**config.mk**
```make
export PLATFORM = sky130hd
export DESIGN_NAME = sctp_data_chunk_parser_unit
export DESIGN_NICKNAME = d
export VERILOG_FILES = /design/src/rtl/sdcp_pkg.sv /design/src/rtl/sctp_data_chunk_parser_unit.sv /design/src/rtl/sdcp_front.sv /design/src/rtl/sdcp_queue.sv /design/src/rtl/sdcp_back.sv
export SDC_FILE = /design/constraint.sdc
export NUM_CORES = 1
export LEC_CHECK = 0
export ABC_AREA = 1
export BUFFER_PORTS_ARGS = -buffer_cell sky130_fd_sc_hd__buf_4
export CAP_MARGIN = 20
export CORE_UTILIZATION = 61
export DETAILED_ROUTE_END_ITERATION = 8
export PLACE_DENSITY = 0.8
export SYNTH_ARGS = -nofsm -noshare
export SYNTH_HDL_FRONTEND = slang
export SYNTH_HIERARCHICAL = 1
export SYNTH_SLANG_ARGS = --single-unit
```
**constraint.sdc**
```tcl
create_clock -name clk_i -period 11.5 [get_ports clk_i]
set_clock_uncertainty 0.2 [all_clocks]
set_input_delay 0 -clock clk_i [delete_from_list [all_inputs] [get_ports clk_i]]
set_output_delay 0 -clock clk_i [all_outputs]
set_load 0.05 [all_outputs]
```
**src/rtl/sdcp_pkg.sv**
```systemverilog
`timescale 1ns / 1ps
`default_nettype none

package sdcp_pkg;

  // One packet byte and its end mark
  typedef struct packed {
    logic [7:0] packet_byte;
    logic       last_byte;
  } sdcp_in_t;

  // One parser result
  typedef struct packed {
    logic [1:0]  event_res;
    logic [31:0] tsn;
    logic [15:0] sid;
    logic [15:0] stream_seq;
    logic [31:0] ppid;
    logic [7:0]  chunk_flags;
    logic [15:0] payload_length;
    logic [7:0]  payload_value;
    logic        chunk_end;
    logic        packet_end;
    logic        malformed;
  } sdcp_out_t;

  // Event codes
  localparam logic [1:0] EV_DESCRIPTOR = 2'd0;
  localparam logic [1:0] EV_PAYLOAD    = 2'd1;
  localparam logic [1:0] EV_PKT_END    = 2'd2;

  // Packet layout
  localparam logic [3:0]  COMMON_HEADER_BYTES = 4'd12;
  localparam logic [15:0] DATA_HEADER_BYTES   = 16'd16;
  localparam logic [15:0] MIN_CHUNK_BYTES     = 16'd4;
  localparam logic [7:0]  DATA_CHUNK_KIND     = 8'd0;

  // Byte offsets inside a chunk header
  localparam logic [15:0] OFF_TYPE       = 16'd0;
  localparam logic [15:0] OFF_FLAGS      = 16'd1;
  localparam logic [15:0] OFF_LEN_HI     = 16'd2;
  localparam logic [15:0] OFF_LEN_LO     = 16'd3;
  localparam logic [15:0] OFF_TSN_END    = 16'd7;
  localparam logic [15:0] OFF_STREAM_END = 16'd9;
  localparam logic [15:0] OFF_SEQ_END    = 16'd11;
  localparam logic [15:0] OFF_PROTO_END  = 16'd15;

  // Result queue between parser and output stage (depth a power of two)
  localparam int unsigned QUEUE_DEPTH = 2;
  localparam int unsigned QUEUE_PTR_W = 1;
  localparam int unsigned QUEUE_CNT_W = 2;

endpackage

`default_nettype wire

```
**src/rtl/sctp_data_chunk_parser_unit.sv**
```systemverilog
`timescale 1ns / 1ps
`default_nettype none

// channel  | valid        | stall        | payload
// ---------+--------------+--------------+---------------------------
// input    | in_valid_i   | in_stall_o   | in_data_i  (sdcp_in_t)
// output   | out_valid_o  | out_stall_i  | out_data_o (sdcp_out_t)
//
// One packet byte per unstalled cycle; the parser updates its counters in the accepting cycle.
// A result passes through the result queue, then the output register, to reach out_valid_o.
// in_stall_o rises only when the two-entry result queue is full.
// Reset is asynchronous active low and clears parser state, queue and output valid.

module sctp_data_chunk_parser_unit import sdcp_pkg::*; (
  input  wire logic      clk_i,
  input  wire logic      rst_ni,
  input  wire logic      in_valid_i,
  output logic           in_stall_o,
  input  wire sdcp_in_t  in_data_i,
  output logic           out_valid_o,
  input  wire logic      out_stall_i,
  output sdcp_out_t      out_data_o
);

  logic      accept;
  logic      push;
  logic      q_full;
  logic      q_valid;
  logic      pop;
  sdcp_out_t front_result;
  sdcp_out_t q_data;

  assign in_stall_o = q_full;
  assign accept     = in_valid_i && !q_full;

  sdcp_front u_front (
    .clk_i     (clk_i),
    .rst_ni    (rst_ni),
    .accept_i  (accept),
    .in_data_i (in_data_i),
    .push_o    (push),
    .result_o  (front_result)
  );

  sdcp_queue u_queue (
    .clk_i   (clk_i),
    .rst_ni  (rst_ni),
    .push_i  (push),
    .data_i  (front_result),
    .full_o  (q_full),
    .pop_i   (pop),
    .valid_o (q_valid),
    .data_o  (q_data)
  );

  sdcp_back u_back (
    .clk_i       (clk_i),
    .rst_ni      (rst_ni),
    .q_valid_i   (q_valid),
    .q_data_i    (q_data),
    .pop_o       (pop),
    .out_valid_o (out_valid_o),
    .out_stall_i (out_stall_i),
    .out_data_o  (out_data_o)
  );

endmodule

`default_nettype wire

```
**src/rtl/sdcp_front.sv**
```systemverilog
`timescale 1ns / 1ps
`default_nettype none

module sdcp_front import sdcp_pkg::*; (
  input  wire logic      clk_i,
  input  wire logic      rst_ni,
  input  wire logic      accept_i,
  input  wire sdcp_in_t  in_data_i,
  output logic           push_o,
  output sdcp_out_t      result_o
);

  typedef enum logic [1:0] {
    MODE_HEADER  = 2'd0,
    MODE_CHUNKS  = 2'd1,
    MODE_STOPPED = 2'd2
  } mode_e;

  mode_e       mode_q, mode_d;
  logic [3:0]  header_count_q, header_count_d;
  logic [15:0] offset_q, offset_d;
  logic [15:0] length_q, length_d;
  logic [7:0]  kind_q, kind_d;
  logic [7:0]  flags_q, flags_d;
  logic [31:0] tsn_q, tsn_d;
  logic [15:0] stream_q, stream_d;
  logic [15:0] seq_q, seq_d;
  logic [31:0] proto_q, proto_d;

  logic [7:0]  byte_in;
  logic [3:0]  header_next;
  logic [15:0] len_cur;
  logic [16:0] off_p1;
  logic [16:0] padded;
  logic        is_data;
  logic        bad;
  logic        emit;

  assign byte_in     = in_data_i.packet_byte;
  assign header_next = header_count_q + 4'd1;
  assign len_cur     = (offset_q == OFF_LEN_LO) ? {length_q[15:8], byte_in} : length_q;
  assign off_p1      = {1'b0, offset_q} + 17'd1;
  assign padded      = ({1'b0, len_cur} + 17'd3) & ~17'd3;
  assign is_data     = (kind_q == DATA_CHUNK_KIND);

  // Byte classification and next state
  always_comb begin
    mode_d         = mode_q;
    header_count_d = header_count_q;
    offset_d       = offset_q;
    length_d       = length_q;
    kind_d         = kind_q;
    flags_d        = flags_q;
    tsn_d          = tsn_q;
    stream_d       = stream_q;
    seq_d          = seq_q;
    proto_d        = proto_q;
    result_o       = '0;
    emit           = 1'b0;
    bad            = 1'b0;

    unique case (mode_q)
      MODE_HEADER: begin
        if (header_next >= COMMON_HEADER_BYTES) begin
          header_count_d = COMMON_HEADER_BYTES;
          mode_d         = MODE_CHUNKS;
          offset_d       = '0;
        end else begin
          header_count_d = header_next;
        end
      end
      MODE_CHUNKS: begin
        // field capture by chunk offset
        if (offset_q == OFF_TYPE)             kind_d   = byte_in;
        else if (offset_q == OFF_FLAGS)       flags_d  = byte_in;
        else if (offset_q == OFF_LEN_HI)      length_d = {byte_in, 8'h00};
        else if (offset_q == OFF_LEN_LO)      length_d = len_cur;
        else if (offset_q <= OFF_TSN_END)     tsn_d    = {tsn_q[23:0], byte_in};
        else if (offset_q <= OFF_STREAM_END)  stream_d = {stream_q[7:0], byte_in};
        else if (offset_q <= OFF_SEQ_END)     seq_d    = {seq_q[7:0], byte_in};
        else if (offset_q <= OFF_PROTO_END)   proto_d  = {proto_q[23:0], byte_in};

        // length check once the length is complete
        if (offset_q == OFF_LEN_LO) begin
          bad = (len_cur < MIN_CHUNK_BYTES) || (is_data && (len_cur < DATA_HEADER_BYTES));
        end

        if (bad) begin
          mode_d = MODE_STOPPED;
        end else begin
          if (is_data && (offset_q == OFF_PROTO_END)) begin
            emit                    = 1'b1;
            result_o.event_res      = EV_DESCRIPTOR;
            result_o.tsn            = tsn_q;
            result_o.sid            = stream_q;
            result_o.stream_seq     = seq_q;
            result_o.ppid           = proto_d;
            result_o.chunk_flags    = flags_q;
            result_o.payload_length = len_cur - DATA_HEADER_BYTES;
            result_o.chunk_end      = (len_cur == DATA_HEADER_BYTES);
          end else if (is_data && (offset_q >= DATA_HEADER_BYTES) && (offset_q < len_cur)) begin
            emit                   = 1'b1;
            result_o.event_res     = EV_PAYLOAD;
            result_o.payload_value = byte_in;
            result_o.chunk_end     = (off_p1 == {1'b0, len_cur});
          end
          // wrap to the next chunk after the padding
          if ((offset_q >= OFF_LEN_LO) && (off_p1 >= padded)) offset_d = '0;
          else offset_d = off_p1[15:0];
        end
      end
      default: begin
        // stopped: ignore the rest of the packet
      end
    endcase

    // packet end: report and return to reset state
    if (in_data_i.last_byte) begin
      if (!emit) begin
        emit               = 1'b1;
        result_o.event_res = EV_PKT_END;
        result_o.malformed = (mode_d != MODE_HEADER) && (mode_d != MODE_CHUNKS);
      end
      result_o.packet_end = 1'b1;
      mode_d              = MODE_HEADER;
      header_count_d      = '0;
      offset_d            = '0;
      length_d            = '0;
      kind_d              = '0;
      flags_d             = '0;
      tsn_d               = '0;
      stream_d            = '0;
      seq_d               = '0;
      proto_d             = '0;
    end
  end

  assign push_o = accept_i && emit;

  // Parser state
  always_ff @(posedge clk_i or negedge rst_ni) begin
    if (!rst_ni) begin
      mode_q         <= MODE_HEADER;
      header_count_q <= '0;
      offset_q       <= '0;
      length_q       <= '0;
      kind_q         <= '0;
      flags_q        <= '0;
      tsn_q          <= '0;
      stream_q       <= '0;
      seq_q          <= '0;
      proto_q        <= '0;
    end else if (accept_i) begin
      mode_q         <= mode_d;
      header_count_q <= header_count_d;
      offset_q       <= offset_d;
      length_q       <= length_d;
      kind_q         <= kind_d;
      flags_q        <= flags_d;
      tsn_q          <= tsn_d;
      stream_q       <= stream_d;
      seq_q          <= seq_d;
      proto_q        <= proto_d;
    end
  end

  // A packet's last byte always yields a result and rearms the header count
  a_last_pushes: assert property (@(posedge clk_i) disable iff (!rst_ni)
    (accept_i && in_data_i.last_byte) |-> push_o)
    else $error("last byte produced no result");

  a_last_rearms: assert property (@(posedge clk_i) disable iff (!rst_ni)
    (accept_i && in_data_i.last_byte) |=> (mode_q == MODE_HEADER) && (header_count_q == 4'd0))
    else $error("parser not rearmed after packet end");

endmodule

`default_nettype wire

```
**src/rtl/sdcp_queue.sv**
```systemverilog
`timescale 1ns / 1ps
`default_nettype none

module sdcp_queue import sdcp_pkg::*; (
  input  wire logic      clk_i,
  input  wire logic      rst_ni,
  input  wire logic      push_i,
  input  wire sdcp_out_t data_i,
  output logic           full_o,
  input  wire logic      pop_i,
  output logic           valid_o,
  output sdcp_out_t      data_o
);

  sdcp_out_t              mem_q [QUEUE_DEPTH];
  logic [QUEUE_PTR_W-1:0] wr_ptr_q, rd_ptr_q;
  logic [QUEUE_CNT_W-1:0] count_q;

  assign full_o  = (count_q == QUEUE_CNT_W'(QUEUE_DEPTH));
  assign valid_o = (count_q != '0);
  assign data_o  = mem_q[rd_ptr_q];

  // Entry storage
  always_ff @(posedge clk_i) begin
    if (push_i) mem_q[wr_ptr_q] <= data_i;
  end

  // Pointers wrap naturally, depth is a power of two
  always_ff @(posedge clk_i or negedge rst_ni) begin
    if (!rst_ni) begin
      wr_ptr_q <= '0;
      rd_ptr_q <= '0;
      count_q  <= '0;
    end else begin
      if (push_i) wr_ptr_q <= wr_ptr_q + 1'b1;
      if (pop_i)  rd_ptr_q <= rd_ptr_q + 1'b1;
      if (push_i && !pop_i)      count_q <= count_q + 1'b1;
      else if (pop_i && !push_i) count_q <= count_q - 1'b1;
    end
  end

  a_no_overflow: assert property (@(posedge clk_i) disable iff (!rst_ni)
    push_i |-> (!full_o || pop_i))
    else $error("result queue overflow");

  a_no_underflow: assert property (@(posedge clk_i) disable iff (!rst_ni)
    pop_i |-> valid_o)
    else $error("result queue underflow");

endmodule

`default_nettype wire

```
**src/rtl/sdcp_back.sv**
```systemverilog
`timescale 1ns / 1ps
`default_nettype none

module sdcp_back import sdcp_pkg::*; (
  input  wire logic      clk_i,
  input  wire logic      rst_ni,
  input  wire logic      q_valid_i,
  input  wire sdcp_out_t q_data_i,
  output logic           pop_o,
  output logic           out_valid_o,
  input  wire logic      out_stall_i,
  output sdcp_out_t      out_data_o
);

  logic      valid_q;
  sdcp_out_t data_q;
  logic      load;

  // Refill the output register when empty or when its item leaves
  assign load  = q_valid_i && (!valid_q || !out_stall_i);
  assign pop_o = load;

  always_ff @(posedge clk_i or negedge rst_ni) begin
    if (!rst_ni) begin
      valid_q <= 1'b0;
    end else if (load) begin
      valid_q <= 1'b1;
    end else if (!out_stall_i) begin
      valid_q <= 1'b0;
    end
  end

  always_ff @(posedge clk_i) begin
    if (load) data_q <= q_data_i;
  end

  assign out_valid_o = valid_q;
  assign out_data_o  = data_q;

  // A stalled result is never replaced
  a_hold_stalled: assert property (@(posedge clk_i) disable iff (!rst_ni)
    (valid_q && out_stall_i) |-> !pop_o)
    else $error("output overwritten while stalled");

endmodule

`default_nettype wire
```
# After elaboration in Yosys (flattened, before gate mapping)
# Memories as Yosys holds them, arrays and structs flattened. A register that Yosys moved wholly into a read port is not among the register bits.
# Cells that the tools add are included.
[classes]
n_addsub = 8
n_lt_le_gt_ge = 11
eq_ne = 18
n_mux = 85
reduce_logical = 42
[ops]
columns = ["cell", "n"]
rows = [
  ["32-bit two-way mux", 17],
  ["16-bit two-way mux", 27],
  ["131-bit two-way mux", 2],
  ["120-bit two-way mux", 1],
  ["8-bit two-way mux", 9],
  ["16-bit by 4-bit <= comparator with 1-bit output (second input constant)", 3],
  ["16-bit by 2-bit == test with 1-bit output (second input constant)", 2],
  ["16-bit one-hot mux with 2 select lines", 1],
  ["2-bit nonzero test", 10],
  ["2-bit two-way mux", 9],
  ["16-bit by 1-bit adder with 17-bit output (second input constant)", 1],
  ["16-bit by 2-bit adder with 17-bit output (second input constant)", 1],
  ["17-bit by 16-bit == test with 1-bit output", 1],
  ["17-bit greater-or-equal comparator", 1],
  ["16-bit by 1-bit == test with 1-bit output (second input constant)", 1],
  ["16-bit by 4-bit == test with 1-bit output (second input constant)", 1],
  ["16-bit by 5-bit == test with 1-bit output (second input constant)", 1],
  ["16-bit by 2-bit greater-or-equal comparator with 1-bit output (second input constant)", 1],
  ["16-bit by 5-bit greater-or-equal comparator with 1-bit output (second input constant)", 1],
  ["16-bit by 3-bit <= comparator with 1-bit output (second input constant)", 1],
  ["16-bit zero test", 1],
  ["16-bit < comparator", 1],
  ["16-bit by 3-bit < comparator with 1-bit output (second input constant)", 1],
  ["16-bit by 5-bit < comparator with 1-bit output (second input constant)", 1],
  ["29 further kinds", 69],
]
[totals]
register_bits = 155
ramBits = 266
inputBits = 13
out_inout_bits = 135
word_cells = 179
memories = 1
[memory_table]
columns = ["name", "words", "width", "rd", "rd_clocked_by_memory_dff", "write_ports", "line", "rtl"]
rows = [
  ["u_queue.mem_q", 2, 133, 1, 1, 1, "sdcp_queue.sv:15", "sdcp_out_t mem_q [QUEUE_DEPTH];"],
]

# Depth between registers and ports, before layout
# Gate-level depths: netlist of run 1.
[logic_depth]
word_depth = 15
ltp_mapped = 26
mapped_depth_nobuf = 23

# By module
# The synthesis of run 1 kept the hierarchy.
[by_module_without_submodules]
columns = ["mod", "n_inst", "cells_each", "area_per_inst_um2"]
rows = [
  ["sdcp_queue", 1, 439, 10042.1],
  ["sdcp_front", 1, 1412, 9838.2],
  ["sdcp_back", 1, 138, 4038.9],
  ["sctp_data_chunk_parser_unit", 1, 2, 10.0],
]

# Worst setup path before layout of run 1
# No wires, ideal clock.
[synth_path]
path_kind = "reg-to-reg"
start = "register u_front.offset_q[1]"
end = "memory u_queue/mem_q[0][0] (netlist name) (enable)"
setup_ns = 0.626
arrival_time_ns = 8.108
t_required_ns = 10.674
slack_ns = 2.566
path_stages_with_launch = 19
period_less_slack_ns = 8.934
cell_sequence = "dfrtp_1 ha_1 nand2_2 nor2_4 nand2_4 buf_6 o21ai_2 ha_1 a21oi_1 o21ai_0 nand2_1 o211ai_1 nand2_1 nand2_1 o21ai_0 nand2_1 a21oi_1 inv_1 nor2_1"
[synth_between]
elab_chain_cells = 13
word_cells_on_any_way = 22
[synth_rtl]
columns = ["item", "line", "rtl"]
rows = [
  ["start, declared", "sdcp_front.sv:21", "logic [15:0] offset_q, offset_d;"],
  ["start signal, assigned", "sdcp_front.sv:156", "offset_q <= offset_d;"],
  ["16-bit by 2-bit == test with 1-bit output", "sdcp_front.sv:41, sdcp_front.sv:84", ""],
  ["8-bit two-way mux", "sdcp_front.sv:41", "assign len_cur = (offset_q == OFF_LEN_LO) ? {length_q[15:8], byte_in} : length_q;"],
  ["16-bit by 5-bit < comparator with 1-bit output", "sdcp_front.sv:85", "bad = (len_cur < MIN_CHUNK_BYTES) || (is_data && (len_cur < DATA_HEADER_BYTES));"],
  ["1-bit logical AND", "sdcp_front.sv:85", ""],
  ["1-bit logical OR", "sdcp_front.sv:85", ""],
  ["1-bit two-way mux", "sdcp_front.sv:84", "if (offset_q == OFF_LEN_LO) begin"],
  ["1-bit two-way mux", "sdcp_front.sv:62", "unique case (mode_q)"],
  ["1-bit two-way mux *", "sdcp_front.sv:88", "if (bad) begin"],
  ["1-bit two-way mux *", "sdcp_front.sv:62", ""],
  ["1-bit two-way mux *", "sdcp_front.sv:118", "if (in_data_i.last_byte) begin"],
  ["1-bit logical AND *", "sdcp_front.sv:138", "assign push_o = accept_i && emit;"],
  ["via push", "sctp_data_chunk_parser_unit.sv:26", "logic push;"],
  ["1-bit two-way mux *", "sdcp_queue.sv:25", "if (push_i) mem_q[wr_ptr_q] <= data_i;"],
  ["1-bit two-way mux (implied by the code) *", "sdcp_queue.sv:25", ""],
  ["end, declared", "sdcp_queue.sv:15", ""],
]
# Mark *: on every way through the listed nets, which the timed path passes. The rest lies on a longest branch. The select of a mux whose other input is x is not followed.

# Worst setup path in the final report of run 1
[layout_path]
start = "register u_front.offset_q[1]"
end = "memory u_queue/mem_q[0][67] (netlist name) (enable)"
# The elaborated chain is that of the path after synthesis.

==> key figures, run 1 <==
Layout
  – # nets final: 2211
  – Share of cells above drive strength 1: 0.201
  – Number of diodes: 0
  – Area growth, synth to finish: 14.2%

Timing
  – Fmax: 180 MHz
  – Slew Limit Fails: 0
  – Fin crit period: 5.54 ns
  – Tcrit/Tclk final: 0.482
  – Final setup viols: 0
  – Final Hold Violating Endpoints: 0
  – RSZ-0062 raised after global routing: false
  – Worst-margin pin slew: 1.03 ns
  – Setup TNS: 0 ns
  – Slew margin rel.: 0.316

Clock tree
  – Postcts setup bufs: 0
  – CTS tree: built
  – Num CTS Buffers: 53
  – Worst-skew pair later-pin latency: 0.60 ns
  – Clock slew at reported path FFs: 0.06 ns
  – CTS sink cnt: 554
  – Hold_buf cts: 17
  – CTS Buffer Depth: 3
  – Post-CTS sizing: 0
  – CTS root buffer: clkbuf_16
  – Htree depth: 2

Synthesis
  – Mapped Cells: 1991
  – Synthesis Warnings: 6
  – Main synth FF type: edfxtp_1
  – Synth top area cells: edfxtp_1 50%, dfrtp_1 16%, nand2_1 5.4%
  – Synth area leader: edfxtp_1
  – Sequential area share after synthesis: 0.663
  – Avg Cell Area, Syn: 12.0 um2
  – Yosys top cell area share: 0.501
  – Library cells used by synthesis: 41
  – Post-synthesis async set-or-reset flop share: 0.280
  – Post-synth EDFFs: 399
  – Synthesized area: 23900 um2
  – Mapped Nets: 2046
  – #FFs+latches synth: 554

Worst setup path
  – Setup crit end: u_queue/mem_q[0][67]
  – Worst endpoint required time: 11.50 ns
  – CP Max Fanout: 73
  – Worst r2r path cells: 19
  – CP Class: reg -> reg
  – Reg2reg start: u_front/offset_q[1]
  – Crit end category: flop
  – Crit path from: u_front/offset_q[1]
  – Crit path arrival time: 5.54 ns
  – FF-to-FF setup slack: 5.96 ns
  – Startpoint types: flop
  – Crit Reg-Reg Endpoint: u_queue/mem_q[0][67]

Die
  – Die H: 200 um
  – Die width: 200 um
  – CORE AREA: 38600 um2
  – Num rows: 72
  – I/O pin count: 148
  – Die area: 40000 um2
  – Starting density of the core: 0.619

Global route
  – Initial antenna violation count: 0
  – First-pass GRT wire length: 81900 um
  – Overflow after GRT: 0
  – Largest net degree at the start of global routing: 75
  – Vias in the first global route: 14900
  – Gr usage total: 0.274

Pwr
  – Sw Ratio: 0.351
  – Worst vdd ir: 0.289 mV
  – Leakage: 0.0108 uW
  – Logic gate share of total power: 0.316
  – Pwr Total: 6630 uW
  – Clock power share: 0.250
  – Seq pwr share: 0.434
  – P_int: 4300 uW
  – Psw: 2330 uW
  – P per Cell Area: 243 nW/um2

Place
  – DP HPWL: 34500 um
  – Port buffer count: 147
  – GPL Wtd Cong: 0.888

Drt
  – Post-DR vias/cell: 5.59
  – Post-DRT Antenna Nets: 0
  – Final wirelength: 53600 um
  – DRC viols: 0
  – Initial DRC count: 1444
  – WL per Instance: 19.7 um
  – Drt pass-1 iters: 6
  – DR vias: 15200

Status
  – Status: completed

Job
  – MaxCap Viol Count: 0

Worst hold path
  – Hold/Removal Path Class: in -> reg
## worst min-delay path by stage
| stage | startpoint | to | cells past startpoint | slack (ns) |
|---|---|---|---|---|
| floorplan | rst_ni | u_back/out_valid_o | 0 | -0.50 |
| global placement | rst_ni | u_front/proto_q[12] | 1 | -0.14 |
| detailed placement | rst_ni | u_front/proto_q[9] | 1 | -0.14 |
| CTS | in_data_i[0] | u_queue/mem_q[0][1] | 2 | 0.06 |
| global route | in_data_i[0] | u_queue/mem_q[1][1] | 2 | 0.09 |
| finish | in_data_i[0] | u_queue/mem_q[1][1] | 2 | 0.09 |
## worst max-delay path: stages (launching register included)
cell and delay (ns):
dfrtp_1 0.44, ha_1 0.28, nand2_2 0.10, nor2_4 0.17, nand2_4 0.19, o21ai_2 0.26, ha_1 0.27, a21oi_1 0.20
o21ai_0 0.13, nand2_1 0.08, o211ai_1 0.12, nand2_1 0.11, nand2_1 0.05, o21ai_0 0.24, nand2_1 0.08, a21oi_1 0.32
inv_1 0.12, nor2_4 0.09, buf_4 0.70, buf_4 0.86
## synthesized netlist by cell type, types with 2 or more instances
| cell | n |
|---|---|
| dfrtp_1 | 155 |
| mux2_2 | 73 |
| nand3_2 | 4 |
| inv_2 | 3 |
| buf_6 | 22 |
| nor2_1 | 189 |
| mux2_4 | 60 |
| nor2_2 | 14 |
| o21ai_0 | 150 |
| nor4_1 | 2 |
| buf_2 | 19 |
| nand4_1 | 10 |
| nand3b_1 | 2 |
| nand3_1 | 79 |
| o21ai_4 | 4 |
| a21oi_2 | 3 |
| clkbuf_1 | 30 |
| xor2_1 | 24 |
| edfxtp_1 | 399 |
| nand2_2 | 11 |
| nand2_4 | 4 |
| nor3_1 | 10 |
| a21oi_1 | 40 |
| nor3b_1 | 5 |
| o22ai_1 | 24 |
| nand2_1 | 344 |
| o21ai_1 | 11 |
| a31oi_1 | 3 |
| ha_1 | 42 |
| o211ai_1 | 3 |
| inv_1 | 236 |
| nor2_4 | 7 |
## metrics by stage
stage           util  hold WS, ns  worst slack [ns]  std cells  cell area [um2]
3_3_place_gp   0.656       -0.143              6.16       2597            25400
5_1_grt        0.707       0.0942              5.50       2716            27300
3_5_place_dp   0.656       -0.136              6.01       2597            25400
2_1_floorplan      -       -0.496              2.57       1991            23900
6_report       0.707       0.0860              5.96       2716            27300
4_1_cts        0.704       0.0552              5.97       2711            27200
## state kept, by name (all words and copies together), names as in the netlist, 16 cells and up
register / flops
u_front/proto_q: 32
u_back/out_data_o: 133
u_front/offset_q: 16
u_front/stream_q: 16
u_front/length_q: 16
u_queue/mem_q: 266
u_front/seq_q: 16
u_front/tsn_q: 32
## power groups by stage
| stage | logic [uW] | registers (uW) | clock network [uW] |
|---|---|---|---|
| 2_1_floorplan | 839 | 3590 | 0 |
| 3_3_place_gp | 2050 | 2890 | 0 |
| 3_5_place_dp | 2080 | 2910 | 0 |
| 4_1_cts | 2100 | 2880 | 1690 |
| 5_1_grt | 2220 | 2920 | 1770 |
| 6_report | 2090 | 2880 | 1660 |
## area by class of cell
type | instances | area (um2)
multi-input cells | 1125 | 6740
well taps | 518 | 648
flip-flops and latches | 554 | 15900
repair buffers | 183 | 1500
fillers | 2607 | 11300
inverters | 239 | 900
clock inverters | 32 | 262
clock buffers | 65 | 1400
## routing by layer
metal | vias up | routed length (um) | global-route usage
met5 | - | 0 | 0
met4 | 0 | 1920 | 0.108
met3 | 133 | 3860 | 0.0504
met2 | 598 | 26100 | 0.453
met1 | 7372 | 21700 | 0.362
li1 | 7066 | - | -
## cells in the final DEF (no fill, tap or decap), types with 14 or more instances in the layout
cell type	netlist	routed
edfxtp_1	399	399
nor2_1	189	187
dlygate4sd3_1	0	16
o21ai_0	150	150
mux2_2	73	73
inv_1	236	235
ha_1	42	42
nand3_1	79	78
mux2_4	60	60
clkbuf_16	0	54
xor2_1	24	24
nor2_2	14	15
a21oi_1	40	40
clkinv_2	0	14
buf_4	1	160
dfrtp_1	155	154
nand2_1	344	343
o22ai_1	24	24
## cells by family (layout without fill, tap and decap cells)
family | Yosys count | after routing | synth area share
flops | 554 | 554 | 0.663
compound gates | 242 | 242 | 0.0555
buf+inv | 312 | 519 | 0.0570
fa+ha+maj | 42 | 42 | 0.0220
xor+xnor | 25 | 25 | 0.00915
simple gates | 683 | 683 | 0.122
mux | 133 | 133 | 0.0720
(Power assumes the default switching activity.)
==> run 2: changes to the inputs <==
--- a/config.mk
+++ b/config.mk
@@ -8,9 +8,9 @@
 export ABC_AREA = 1
 export BUFFER_PORTS_ARGS = -buffer_cell sky130_fd_sc_hd__buf_4
 export CAP_MARGIN = 20
-export CORE_UTILIZATION = 61
+export CORE_UTILIZATION = 55
 export DETAILED_ROUTE_END_ITERATION = 8
-export PLACE_DENSITY = 0.8
+export PLACE_DENSITY = 0.76
 export SYNTH_ARGS = -nofsm -noshare
 export SYNTH_HDL_FRONTEND = slang
 export SYNTH_HIERARCHICAL = 1
==> constraint.sdc (replaced) <==
create_clock -name clk_i -period 4.8 [get_ports clk_i]
set_clock_uncertainty 0.2 [all_clocks]
set_input_delay 0 -clock clk_i [delete_from_list [all_inputs] [get_ports clk_i]]
set_output_delay 0 -clock clk_i [all_outputs]
set_load 0.05 [all_outputs]
==> key figures, run 2 (synthesis results as in run 1) <==
Pwr
  – Psw: 5610 uW
  – P per Cell Area: 592 nW/um2
  – Pwr Total: 16500 uW
  – P_int: 10900 uW
  – Seq pwr share: 0.417
  – Worst vdd ir: 0.810 mV
  – Leakage: 0.0110 uW
  – Sw Ratio: 0.341
  – Logic gate share of total power: 0.309
  – Clock power share: 0.274

Timing
  – Final setup viols: 0
  – RSZ-0062 raised after global routing: false
  – Slew margin rel.: 0.280
  – Fin crit period: 4.29 ns
  – Worst-margin pin slew: 1.08 ns
  – Tcrit/Tclk final: 0.894
  – Slew Limit Fails: 0
  – Setup TNS: 0 ns
  – Final Hold Violating Endpoints: 0
  – Hold slack final: 0.135 ns
  – Fmax: 233 MHz

Drt
  – Initial DRC count: 1475
  – Post-DR vias/cell: 5.39
  – Final wirelength: 53900 um
  – WL per Instance: 19.3 um
  – DRC viols: 0
  – Drt pass-1 iters: 6
  – DR vias: 15000
  – Post-DRT Antenna Nets: 0

Clock tree
  – Clock slew at reported path FFs: 0.06 ns
  – CTS sink cnt: 554
  – CTS tree: built
  – Num CTS Buffers: 53
  – Worst-skew pair later-pin latency: 0.59 ns
  – Post-CTS sizing: 0
  – Htree depth: 2
  – CTS root buffer: clkbuf_16
  – CTS Buffer Depth: 3

Worst setup path
  – Reg2reg start: u_front/offset_q[13]
  – Worst r2r path cells: 19
  – CP Class: reg -> reg
  – CP Max Fanout: 26
  – Worst endpoint required time: 4.88 ns
  – Crit Reg-Reg Endpoint: u_queue/mem_q[0][22]
  – Crit path from: u_front/offset_q[13]
  – FF-to-FF setup slack: 0.51 ns
  – Crit path arrival time: 4.37 ns
  – Crit end category: flop
  – Startpoint types: flop

Die
  – I/O pin count: 148
  – CORE AREA: 43000 um2
  – Num rows: 76
  – Die area: 44300 um2
  – Die H: 211 um
  – Starting density of the core: 0.557
  – Die width: 211 um

Layout
  – Number of diodes: 0
  – Reg with most FFs: u_queue/mem_q
  – # nets final: 2218
  – Max reg flops: 266
  – Most common cell after layout, fill and taps aside: edfxtp_1
  – Share of cells above drive strength 1: 0.204
  – FILL cells: 3186
  – Most frequent cells in the layout: 399 x edfxtp_1, 342 x nand2_1, 235 x inv_1
  – Area growth, synth to finish: 16.2%
  – Post-route insts no fill: 2791

Place
  – DP HPWL: 35500 um
  – Placed cell count: 2674
  – GPL Wtd Cong: 0.919
  – Port buffer count: 147

Global route
  – First-pass GRT wire length: 84200 um
  – Largest net degree at the start of global routing: 120
  – Vias in the first global route: 15100
  – Initial antenna violation count: 1
  – Gr usage total: 0.248
  – Overflow after GRT: 0

Worst hold path
  – Hold/Removal Path Class: in -> reg
  – HP Start: in_data_i[0]
  – Hold depth: 2
  – Hold path endpoint: u_queue/mem_q[0][1]

Status
  – Status: completed

Job
  – MaxCap Viol Count: 0
## run 2: cell types whose count changed in the layout (fill, tap and decap cells not counted), sizes merged
| cell | previous run | this run |
|---|---|---|
| buf | 167 | 174 |
| inv | 240 | 238 |
| clkinvlp | 6 | 2 |
| bufinv | 3 | 12 |
| clkbuf | 65 | 68 |
| clkinv | 22 | 17 |
## run 2: worst max path at each step
stage                     slack, ns                    to
after floorplan               -0.25   u_queue/mem_q[0][0]
after global placement         0.63  u_queue/mem_q[0][22]
after detailed placement       0.55  u_queue/mem_q[1][78]
after CTS                      0.50  u_queue/mem_q[0][21]
after global routing           0.17   u_front/offset_q[8]
final                          0.51  u_queue/mem_q[0][22]
## run 2: worst max-delay path, stage by stage (launching register included)
cell      delay (ns)
dfrtp_1         0.46
nor2_1          0.14
nand2_1         0.13
nor2_4          0.24
nand2_4         0.22
nand2_1         0.18
o21ai_4         0.11
ha_1            0.31
a21oi_1         0.14
o21ai_1         0.09
nand2_1         0.06
o211ai_1        0.09
nand2_1         0.09
nand2_1         0.05
o21ai_1         0.22
nand2_1         0.10
a21oi_2         0.25
inv_1           0.11
nor2_4          0.49
buf_12          0.27
## run 2: layout make-up
type | instances | area (um2) | share of cell area
clock buffer | 68 | 1430 | 0.0516
clock inverter | 30 | 455 | 0.0164
inverter | 239 | 901 | 0.0324
multi-input combinational | 1125 | 6770 | 0.243
sequential | 554 | 15900 | 0.571
tap | 585 | 732 | 0.0263
timing repair buffer | 190 | 1640 | 0.0591
## run 2: power by group through the flow
stage               combinational (uW)  sequential (uW)  clock (uW)
floorplan                         2020             8540           0
global placement                  5010             6930           0
detailed placement                5070             6960           0
CTS                               5120             6880        4590
global route                      5370             6960        4800
finish                            5080             6870        4500
## run 2: per-layer routing
| layer | share of wire | global-route usage | up-vias |
|---|---|---|---|
| li1 | - | - | 7080 |
| met1 | 0.42 | 0.327 | 7382 |
| met4 | 0.031 | 0.0862 | 2 |
| met3 | 0.055 | 0.0437 | 119 |
| met2 | 0.50 | 0.415 | 456 |
| met5 | 0.00015 | 0 | - |
## run 2: what timing repair did
item | CTS | global route
hold buffers | 17 | 0
buffers inserted | 0 | 0
hold endpoints to repair | 244 | 0
## run 2: per-stage QoR
stage / setup slack [ns] / util / instance area (um2)
floorplan: -0.255 / - / 24000
global placement: 0.628 / 0.597 / 25700
detailed placement: 0.549 / 0.597 / 25700
CTS: 0.501 / 0.645 / 27700
global route: 0.166 / 0.647 / 27800
finish: 0.511 / 0.647 / 27800
==> run 3: changes to the inputs <==
==> constraint.sdc (replaced) <==
create_clock -name clk_i -period 4.8 [get_ports clk_i]
set_clock_uncertainty 0.2 [all_clocks]
set_input_delay 0.24 -clock clk_i [delete_from_list [all_inputs] [get_ports clk_i]]
set_output_delay 0.24 -clock clk_i [all_outputs]
set_load 0.05 [all_outputs]
==> key figures, run 3 (synthesis results as in run 1) <==
Layout
  – Most frequent cells in the layout: 399 x edfxtp_1, 342 x nand2_1, 235 x inv_1
  – # nets final: 2213
  – FILL cells: 3236
  – Number of diodes: 0
  – Storage cell area: 15900 um2
  – Reg with most FFs: u_queue/mem_q
  – Area of the multi-input gates: 6770 um2
  – Share of cells above drive strength 1: 0.202
  – Final Cell Area: 27500 um2
  – Max reg flops: 266
  – Area growth, synth to finish: 14.9%
  – Most common cell after layout, fill and taps aside: edfxtp_1

Worst setup path
  – Worst endpoint required time: 4.83 ns
  – Slowest stage delay, CP: 0.52 ns
  – CP Cell Sequence: ha_2, nand2_2, nor2_4, nand2_4, nand2_1, o21ai_4, ha_1, a21oi_1, o21ai_1, nand2_1, o211ai_1, nand2_1, nand2_1, o21ai_1, nand2_1, a21oi_2, nand2_1, clkinvlp_4, buf_4
  – Cell seen most often among critical-path stages: nand2_1
  – Crit Reg-Reg Endpoint: u_queue/mem_q[1][74]
  – CP Max Fanout: 43
  – Crit end category: flop
  – WP depth: 19
  – Crit path arrival time: 4.33 ns
  – FF-to-FF setup slack: 0.49 ns
  – Reg2reg start: u_front/offset_q[1]
  – Crit path from: u_front/offset_q[1]
  – Startpoint types: flop
  – CP Class: reg -> reg
  – Buffer and inverter count on the worst path: 2
  – Crit path max-delay family: simple AND/OR/NAND/NOR gates
  – Crit-path slowest cell: buf_4
  – Worst r2r path cells: 19

Die
  – Die H: 211 um
  – CORE AREA: 43000 um2
  – I/O pin count: 148
  – Die area: 44300 um2
  – Starting density of the core: 0.557
  – Die width: 211 um
  – Num rows: 76

Clock tree
  – CTS tree: built
  – Num CTS Buffers: 53
  – Htree depth: 2
  – CTS sink cnt: 554
  – CTS root buffer: clkbuf_16
  – Post-CTS sizing: 0
  – Clock slew at reported path FFs: 0.06 ns
  – CTS Buffer Depth: 3
  – Worst-skew pair later-pin latency: 0.61 ns

Timing
  – Hold slack final: 0.0867 ns
  – Slew Limit Fails: 0
  – Worst-margin pin slew: 1.04 ns
  – Fin crit period: 4.31 ns
  – Slew margin rel.: 0.306
  – Setup TNS: 0 ns
  – Final Hold Violating Endpoints: 0
  – Tcrit/Tclk final: 0.897
  – Final setup viols: 0
  – Fmax: 232 MHz
  – RSZ-0062 raised after global routing: false

Place
  – Port buffer count: 147
  – GPL Wtd Cong: 0.919
  – DP HPWL: 35500 um
  – Area after DPL: 25700 um2

Drt
  – Post-DR vias/cell: 5.41
  – Final wirelength: 53900 um
  – Drt pass-1 iters: 5
  – Initial DRC count: 1520
  – Post-DRT Antenna Nets: 0
  – DRC viols: 0
  – WL per Instance: 19.3 um
  – DR vias: 15100

Pwr
  – Leakage: 0.0109 uW
  – Pwr Total: 16000 uW
  – P per Cell Area: 581 nW/um2
  – Worst vdd ir: 0.809 mV

Global route
  – Gr usage total: 0.246
  – Vias in the first global route: 14900
  – First-pass GRT wire length: 83600 um
  – Initial antenna violation count: 0
  – Largest net degree at the start of global routing: 120
  – Overflow after GRT: 0

Worst hold path
  – Hold/Removal Path Class: in -> async

Job
  – MaxCap Viol Count: 0

Status
  – Status: completed
run 3: cell types whose count changed in the layout (fill, tap and decap cells not counted), moves of 2 or more:
cell / previous run / this run
clkbuf_1: 11 / 13
bufinv_16: 12 / 3
clkinv_1: 7 / 10
clkinv_2: 9 / 12
dlygate4sd3_1: 16 / 12
inv_6: 0 / 4
run 3: routing by layer:
metal  GRT usage  vias up  part of all wire  wire, um
met5           0        -                 0         0
met4       0.108        0             0.044      2340
met3      0.0402      127             0.058      3130
met2       0.393      548              0.48     25600
met1       0.335     7335              0.42     22800
li1            -     7078                 -         -
run 3: through the flow:
| step | setup WS [ns] | cells | utilization |
|---|---|---|---|
| after floorplan | -0.255 | 1991 | - |
| after global placement | 0.631 | 2673 | 0.597 |
| after detailed placement | 0.576 | 2674 | 0.597 |
| after CTS | 0.539 | 2785 | 0.638 |
| after global routing | 0.209 | 2787 | 0.640 |
| final | 0.494 | 2787 | 0.640 |
run 3: worst max-delay path by stage:
| stage | endpoint | slack [ns] |
|---|---|---|
| 5_1_grt | u_queue/mem_q[1][78] | 0.21 |
| 4_1_cts | u_queue/mem_q[1][74] | 0.54 |
| 6_report | u_queue/mem_q[1][74] | 0.49 |
| 2_1_floorplan | u_queue/mem_q[0][0] | -0.25 |
| 3_3_place_gp | u_queue/mem_q[0][22] | 0.63 |
| 3_5_place_dp | u_queue/mem_q[1][78] | 0.58 |
run 3: repair_timing:
item / CTS / global route
endpoints found under the hold margin: 141 / 0
hold buffers: 12 / 0
setup buffers: 0 / 0
run 3: report_power, final:
group,internal (uW),switching [uW],total (uW)
Clock,2240,1780,4020
Sequential,6460,418,6870
Combinational,1640,3440,5080
Total,10300,5640,16000
run 3: area by class of cell:
cell class                 instances  area share
sequential                       554       0.577
multi-input combinational       1125       0.246
timing repair buffer             185      0.0576
clock buffer                      68      0.0510
inverter                         239      0.0328
tap                              585      0.0266
clock inverter                    31     0.00910
